## src/rtl/lsph_pkg.sv

```systemverilog
// Package for the lattice-site linear-probe hash set.
// Holds operation codes, status codes, state and queue types and the home-slot hash.
// Depends on nothing.
package lsph_pkg;

  localparam int TableDepthDef = 4096;
  localparam int MaxMonomersDef = 1024;
  localparam int CoordW = 11;
  localparam int SiteW = 3 * CoordW;
  localparam int MonoW = 10;
  localparam int SlotW = 12;
  localparam int HashW = 28;

  typedef enum logic [1:0] {
    OP_LOOKUP = 2'd0,
    OP_INSERT = 2'd1,
    OP_REMOVE = 2'd2,
    OP_CLEAR  = 2'd3
  } op_t;

  typedef enum logic [1:0] {
    ST_OK     = 2'd0,
    ST_EMPTY  = 2'd1,
    ST_FULL   = 2'd2,
    ST_UNUSED = 2'd3
  } status_t;

  typedef enum logic [3:0] {
    S_IDLE,
    S_MSLOT,
    S_RDHOME,
    S_PROBE,
    S_RMREAD,
    S_RMCHK,
    S_SCAN,
    S_RIPROBE,
    S_CLRSWEEP
  } bstate_t;

  // One queued command word, with the partial hash sum already formed.
  typedef struct packed {
    op_t                op;
    logic [SiteW-1:0]   site;
    logic [MonoW-1:0]   monomer;
    logic [HashW-1:0]   absum;
  } cmd_t;

  // Absolute value of 17x + 290y + 4914z.
  function automatic logic [HashW-1:0] hash_abs(input logic [SiteW-1:0] site);
    logic signed [HashW:0] x, y, z, s;
    x = (HashW+1)'(signed'(site[CoordW-1:0]));
    y = (HashW+1)'(signed'(site[2*CoordW-1:CoordW]));
    z = (HashW+1)'(signed'(site[3*CoordW-1:2*CoordW]));
    s = (HashW+1)'(17 * x + 290 * y + 4914 * z);
    if (s < 0) begin
      s = -s;
    end
    return s[HashW-1:0];
  endfunction

endpackage

```

## src/rtl/lsph_front.sv

```systemverilog
// Front end: accepts command words, forms the hash sum and queues the words.
// Depends on lsph_pkg.
module lsph_front
  import lsph_pkg::*;
#(
  parameter int QDepth = 2
) (
  input  logic clk,
  input  logic rst,
  input  logic start,
  input  logic [1:0] op,
  input  logic signed [CoordW-1:0] key_x,
  input  logic signed [CoordW-1:0] key_y,
  input  logic signed [CoordW-1:0] key_z,
  input  logic [MonoW-1:0] monomer,
  output logic busy,
  output logic q_valid,
  output cmd_t q_word,
  input  logic q_pop
);

  localparam int PW = $clog2(QDepth);

  cmd_t            q_mem [QDepth];
  logic [PW-1:0]   wr_ptr, rd_ptr;
  logic [PW:0]     count;
  logic            push;
  cmd_t            in_word;

  // Build the word; the hash sum is formed here so the back end only folds it.
  always_comb begin
    in_word.op = op_t'(op);
    in_word.site = {key_z, key_y, key_x};
    in_word.monomer = monomer;
    in_word.absum = hash_abs({key_z, key_y, key_x});
  end

  assign busy = (count == (PW+1)'(QDepth));
  assign push = start && !busy;
  assign q_valid = (count != '0);
  assign q_word = q_mem[rd_ptr];

  // Queue storage.
  always_ff @(posedge clk) begin
    if (push) begin
      q_mem[wr_ptr] <= in_word;
    end
  end

  // Queue pointers.
  always_ff @(posedge clk) begin
    if (rst) begin
      wr_ptr <= '0;
      rd_ptr <= '0;
      count <= '0;
    end else begin
      if (push) begin
        wr_ptr <= (wr_ptr == PW'(QDepth-1)) ? '0 : wr_ptr + 1'b1;
      end
      if (q_pop) begin
        rd_ptr <= (rd_ptr == PW'(QDepth-1)) ? '0 : rd_ptr + 1'b1;
      end
      count <= count + (PW+1)'(push) - (PW+1)'(q_pop);
    end
  end

  a_no_pop_empty: assert property (@(posedge clk) disable iff (rst) q_pop |-> q_valid)
    else $error("pop from empty queue");
  a_count_bound: assert property (@(posedge clk) disable iff (rst)
    count <= (PW+1)'(QDepth)) else $error("queue overfilled");
  a_busy_full: assert property (@(posedge clk) disable iff (rst)
    (busy && !q_pop) |=> busy) else $error("full queue drained without pop");

endmodule

```

## config.mk

```make
export PLATFORM = sky130hd
export DESIGN_NAME = lsph_front
export DESIGN_NICKNAME = d
export VERILOG_FILES = /design/src/rtl/lsph_pkg.sv /design/src/rtl/lsph_front.sv
export SDC_FILE = /design/constraint.sdc
export NUM_CORES = 1
export LEC_CHECK = 0
export ABC_CLOCK_PERIOD_IN_PS = 20600
export BUFFER_PORTS_ARGS = -buffer_cell sky130_fd_sc_hd__buf_2
export CORE_ASPECT_RATIO = 0.9
export CORE_UTILIZATION = 55
export DETAILED_ROUTE_END_ITERATION = 10
export PLACE_DENSITY = 0.75
export SYNTH_ARGS = -nofsm -noshare
export SYNTH_HDL_FRONTEND = slang
export SYNTH_SLANG_ARGS = --single-unit
export TNS_END_PERCENT = 30
```

## constraint.sdc

```tcl
create_clock -name clk -period 20.6 [get_ports clk]
set_input_delay 2.06 -clock clk [delete_from_list [all_inputs] [get_ports clk]]
set_output_delay 2.06 -clock clk [all_outputs]
set_load 0.02 [all_outputs]
```

==> results.yml, run 1 <==
floorplanning:
  pin_count: 124
  die_area_mm2: 0.02254
  rows: 51
  start_util: 0.5595
  die_h_um: 142.5
  die_w_um: 158.1
  core_area_mm2: 0.02157
timing:
  worst_slew_pin_slew_ns: 1.118
  timing.setup.tns_ns: 0
  fmax_mhz: 100.8
  setup_viol: 0
  period_minus_slack_ns: 9.917
  max_slew_margin: 0.2517
  skew_ns: 0.01155
  maxSlewViolCount: 0
  period_share: 0.4814
  rsz0062_at_grt: "false"
  finalHoldViolCount: 0
  fin_ws_ns: 10.68
drt:
  drc_errors: 0
  viasPerCell: 5.323
  post_drt_wl_per_cell_um: 15.96
  vias: 7888
  detail_route.wirelength_um: 23650
  antenna_left: 0
  drt_iter0_markers: 343
  dr.pass1.iters: 5
worst_setup_path:
  cp.required_ns: 20.76
  start_kind: "primary input"
  path_common_cell: "fa_1"
  arrival_ns: 10.08
  cp_slowest_stage_delay_ns: 0.85
  critical_path_class: "primary input to flop"
  endpoint_kind: "flop"
  cp_slowest_cell: "nor2_1"
  cp_max_fo: 16
synthesis:
  synth_top_cells_by_area: "edfxtp_1 36%, ha_1 19%, fa_1 11%, mux2_2 6.7%, inv_1 6.0%"
  syn_inst: 1053
  yosysTopAreaCell: "edfxtp_1"
  syn_area_per_cell_um2: 11.46
  yosys_most_used_dff: "edfxtp_1"
  ys_seq_area_frac: 0.3666
  synthArstFlopShare: 0
  synth_top_area_share: 0.3583
  ys_ff_latch: 149
  syn-cell-area_mm2: 0.01207
  synthesis.yosys.warnings: 0
  synth_cell_type_count: 68
  synth-edff-count: 144
finish:
  drive_gt1_frac: 0.2074
  most-common-layout-cells: "192 x inv_1, 183 x ha_1, 144 x edfxtp_1"
  antennaDiodeCount: 0
  synthToLayoutAreaGrowth_pct: 12.73
  fin_nets: 1477
  mostFrequentLayoutCell: "inv_1"
  n_fill_cell: 1747
  design_area_mm2: 0.01360
  ff_latch_area_mm2: 0.004428
  multiInputGateArea_mm2: 0.006862
  fin_util: 0.6308
clock_network:
  clk_pin_slew_ns: 0.07
  cts_buffers: 17
  cts_tree: "yes"
  cts_htree_levels: 4
  cts_resized: 0
  clockBufferDepth: 2
  holdBufCountCts: 0
  root_buffer: "clkbuf_16"
  clock-sinks: 149
  insertion_delay_ns: 0.44
  post-cts-setup-buffer-count: 0
place:
  place.gp.congestion: 0.8745
  place_ws_ns: 10.26
  dp_hpwl_um: 17780
  portBuffers: 123
  place_area_mm2: 0.01300
min_path:
  hold_path.class: "flop to flop"
global_routing:
  track_usage: 0.2229
  grt_antenna_before_repair: 0
  globalRouteOverflowTotal: 0
  grt_pass1_vias: 8312
  grt_pass1_wl_um: 38740
  grt_max_degree: 73
flow_run:
  maxCapViolations: 0
outcome:
  status: "finished clean"
## per-stage QoR
stage               hold slack (ns)  std cells
floorplan                    0.4799       1056
global placement             0.4949       1450
detailed placement           0.5009       1450
CTS                          0.5195       1482
global route                 0.5402       1482
finish                       0.5185       1482
## cells by family after synthesis
group,after synthesis,share of synthesized area
AND/OR/NAND/NOR,138,0.05734
buffers and inverters,213,0.06677
adder cells (fa/ha/maj),250,0.3009
flip-flops,149,0.3666
multiplexers,74,0.06884
AO/OA/AOI/OAI,147,0.08046
other,1,0.0003107
XOR/XNOR,81,0.05879
## worst max-delay path, delay by kind of cell
kind / cells / cell delay [ns]
and+or+nand+nor: 5 / 1.52
AOI/OAI and AO/OA: 6 / 1.30
muxes: 1 / 0.13
adders and majority gates: 10 / 4.33
buffers and inverters: 5 / 0.42
xor gates and xnor gates: 2 / 0.31
## final cells by class
type                    count  area share
clock buffers              17     0.03127
clock inverters            15     0.01334
inverters                 192     0.05298
multi-input cells         694      0.5044
flip-flops and latches    149      0.3255
well taps                 291     0.02676
repair buffers            124     0.04580
## sequential cells by signal (all words and copies together) (netlist names), named ones only
name,count
count,2
q_mem,144
rd_ptr,1
wr_ptr,1
## Yosys cell counts, drive strengths merged, types with 5 or more instances
master	number
inv	192
ha	183
edfxtp	144
mux2	72
fa	67
xnor2	60
nor2	43
a21oi	42
o21ai	30
nand2	28
xor2	21
clkbuf	18
a21o	17
a31oi	10
nand3	10
nor3	8
or3	7
nor4	6
o21a	6
and3	5
dfxtp	5
nand2b	5
nor2b	5
o211ai	5
## path summary, 6_finish.rpt
check / start / to / slack [ns] / depth (start not counted)
max: key_z[9] / q_mem[0][17]$_DFFE_PP_ / 10.68 / 29
min: rd_ptr$_SDFFE_PP0P_ / flop / 0.52 / 2
min reg2reg: rd_ptr$_SDFFE_PP0P_ / flop / 0.52 / 2
max reg2reg: count[0]$_SDFF_PP0_ / q_mem[0][69]$_DFFE_PP_ / 18.18 / 4
## per-layer routing
layer  GRT usage  vias up  wire length [µm]
met3     0.03045       28              1035
met5           0        -                 0
met4     0.06630        0               363
met1      0.2700     3771             10540
li1            -     3908                 -
met2      0.4081      181             11710
Power of run 1 is left out: the tool's default activity adds up to more than one toggle a clock period on the data nets, which glitch-free logic cannot reach.
==> run 2, diff against run 1 <==
--- a/config.mk
+++ b/config.mk
@@ -5,7 +5,7 @@
 export SDC_FILE = /design/constraint.sdc
 export NUM_CORES = 1
 export LEC_CHECK = 0
-export ABC_CLOCK_PERIOD_IN_PS = 20600
+export ABC_CLOCK_PERIOD_IN_PS = 9300
 export BUFFER_PORTS_ARGS = -buffer_cell sky130_fd_sc_hd__buf_2
 export CORE_ASPECT_RATIO = 0.9
 export CORE_UTILIZATION = 55
==> constraint.sdc (replaced) <==
create_clock -name clk -period 9.3 [get_ports clk]
set_input_delay 0.93 -clock clk [delete_from_list [all_inputs] [get_ports clk]]
set_output_delay 0.93 -clock clk [all_outputs]
set_load 0.02 [all_outputs]
==> run 2 against run 1 <==
Compared with the run above: hold slack better by 0.015 ns; core utilization increased by 0.058 points; cell count up 0.13%; register-to-register slack got worse by 11 ns; die area unchanged; design area hardly changed; flip-flop and latch count unchanged; non-clock buffer count increased by 2; wire length down 1.0%; critical path type unchanged; critical path depth unchanged; worst setup slack got worse by 10 ns.
==> results.yml, run 2 (synthesis gave the netlist of run 1 again) <==
outcome:
  status: "finished clean"
flow_run:
  maxCapViolations: 0
worst_setup_path:
  cp.required_ns: 9.46
  cp_slowest_cell: "nor2_1"
  path_common_cell: "fa_1"
  arrival_ns: 9.04
  cp_slowest_stage_delay_ns: 0.91
  critical_path_class: "primary input to flop"
  endpoint_kind: "flop"
  cp_max_fo: 16
  start_kind: "primary input"
clock_network:
  clk_pin_slew_ns: 0.07
  cts_resized: 0
  root_buffer: "clkbuf_16"
  cts_buffers: 17
  holdBufCountCts: 0
  cts_tree: "yes"
  clock-sinks: 149
  cts_htree_levels: 4
  insertion_delay_ns: 0.43
  clockBufferDepth: 2
  post-cts-setup-buffer-count: 0
finish:
  mostFrequentLayoutCell: "inv_1"
  largest_reg_flops: 144
  n_fill_cell: 1750
  drive_gt1_frac: 0.2087
  antennaDiodeCount: 0
  synthToLayoutAreaGrowth_pct: 12.84
  multiInputGateArea_mm2: 0.006862
  reg_top3: "q_mem (144), count (2)"
  most-common-layout-cells: "192 x inv_1, 183 x ha_1, 144 x edfxtp_1"
  fin_nets: 1479
  regMostFlops: "q_mem"
  design_area_mm2: 0.01362
  ff_latch_area_mm2: 0.004428
timing:
  worst_slew_pin_slew_ns: 1.193
  rsz0062_at_grt: "false"
  setup_viol: 0
  period_share: 0.9546
  maxSlewViolCount: 0
  fmax_mhz: 112.6
  fin_hold_ws_ns: 0.5331
  period_minus_slack_ns: 8.878
  max_slew_margin: 0.2017
  finalHoldViolCount: 0
  skew_ns: 0.01208
min_path:
  hold_path.class: "flop to flop"
drt:
  antenna_left: 0
  drt_iter0_markers: 389
  detail_route.wirelength_um: 23400
  drc_errors: 0
  post_drt_wl_per_cell_um: 15.77
  dr.pass1.iters: 5
  vias: 7971
  viasPerCell: 5.371
floorplanning:
  die_area_mm2: 0.02254
  rows: 51
  die_h_um: 142.5
  die_w_um: 158.1
  core_area_mm2: 0.02157
  start_util: 0.5595
  pin_count: 124
place:
  place_area_mm2: 0.01301
  portBuffers: 123
  dp_hpwl_um: 17230
  place.gp.congestion: 0.8606
global_routing:
  grt_pass1_wl_um: 38050
  track_usage: 0.2182
  grt_max_degree: 73
  grt_pass1_vias: 8010
  grt_antenna_before_repair: 0
  globalRouteOverflowTotal: 0
[run 2: changes by cell type in the layout (fill, tap and decap cells not counted), sizes merged]
cell	before	now
buf	124	126
inv	198	200
clkinv	7	5
[run 2: through the flow]
stage	setup TNS, ns	worst slack [ns]	util	instances
after floorplan	0	1.025	-	1056
after global placement	0	0.1905	0.6033	1452
after detailed placement	-0.08547	-0.01879	0.6033	1452
after CTS	0	0.4342	0.6313	1484
after global routing	0	0.03108	0.6313	1484
final	0	0.4225	0.6313	1484
[run 2: path summary, 6_finish.rpt]
| check | from | end | slack, ns | cells after the start |
|---|---|---|---|---|
| max | key_z[9] | q_mem[0][10]$_DFFE_PP_ | 0.42 | 29 |
| min | rd_ptr$_SDFFE_PP0P_ | flop | 0.53 | 2 |
| max reg2reg | count[0]$_SDFF_PP0_ | q_mem[0][63]$_DFFE_PP_ | 7.32 | 4 |
| min reg2reg | rd_ptr$_SDFFE_PP0P_ | flop | 0.53 | 2 |
[run 2: area by class of cell]
class,instances,share of cell area
Sequential cell,149,0.3252
Multi-Input combinational cell,694,0.5039
Tap cell,291,0.02674
Clock buffer,17,0.03124
Timing Repair Buffer,126,0.04686
Inverter,192,0.05293
Clock inverter,15,0.01314
[run 2: metal layers]
metal | global-route usage | wire [µm] | vias to the layer above
met1 | 0.2737 | 10630 | 3858
met2 | 0.3857 | 11340 | 179
met5 | 0 | 0 | -
li1 | - | - | 3904
met4 | 0.06478 | 451 | 0
met3 | 0.03410 | 975 | 30
[run 2: worst max-delay path, delay by kind of cell]
| kind | cells | cell delay, ns |
|---|---|---|
| XOR/XNOR | 2 | 0.36 |
| AO/OA/AOI/OAI | 6 | 1.18 |
| AND/OR/NAND/NOR | 5 | 1.68 |
| multiplexers | 1 | 0.13 |
| adder cells (fa/ha/maj) | 10 | 4.34 |
| buffers and inverters | 5 | 0.40 |
Power of run 2 is left out for the same reason.
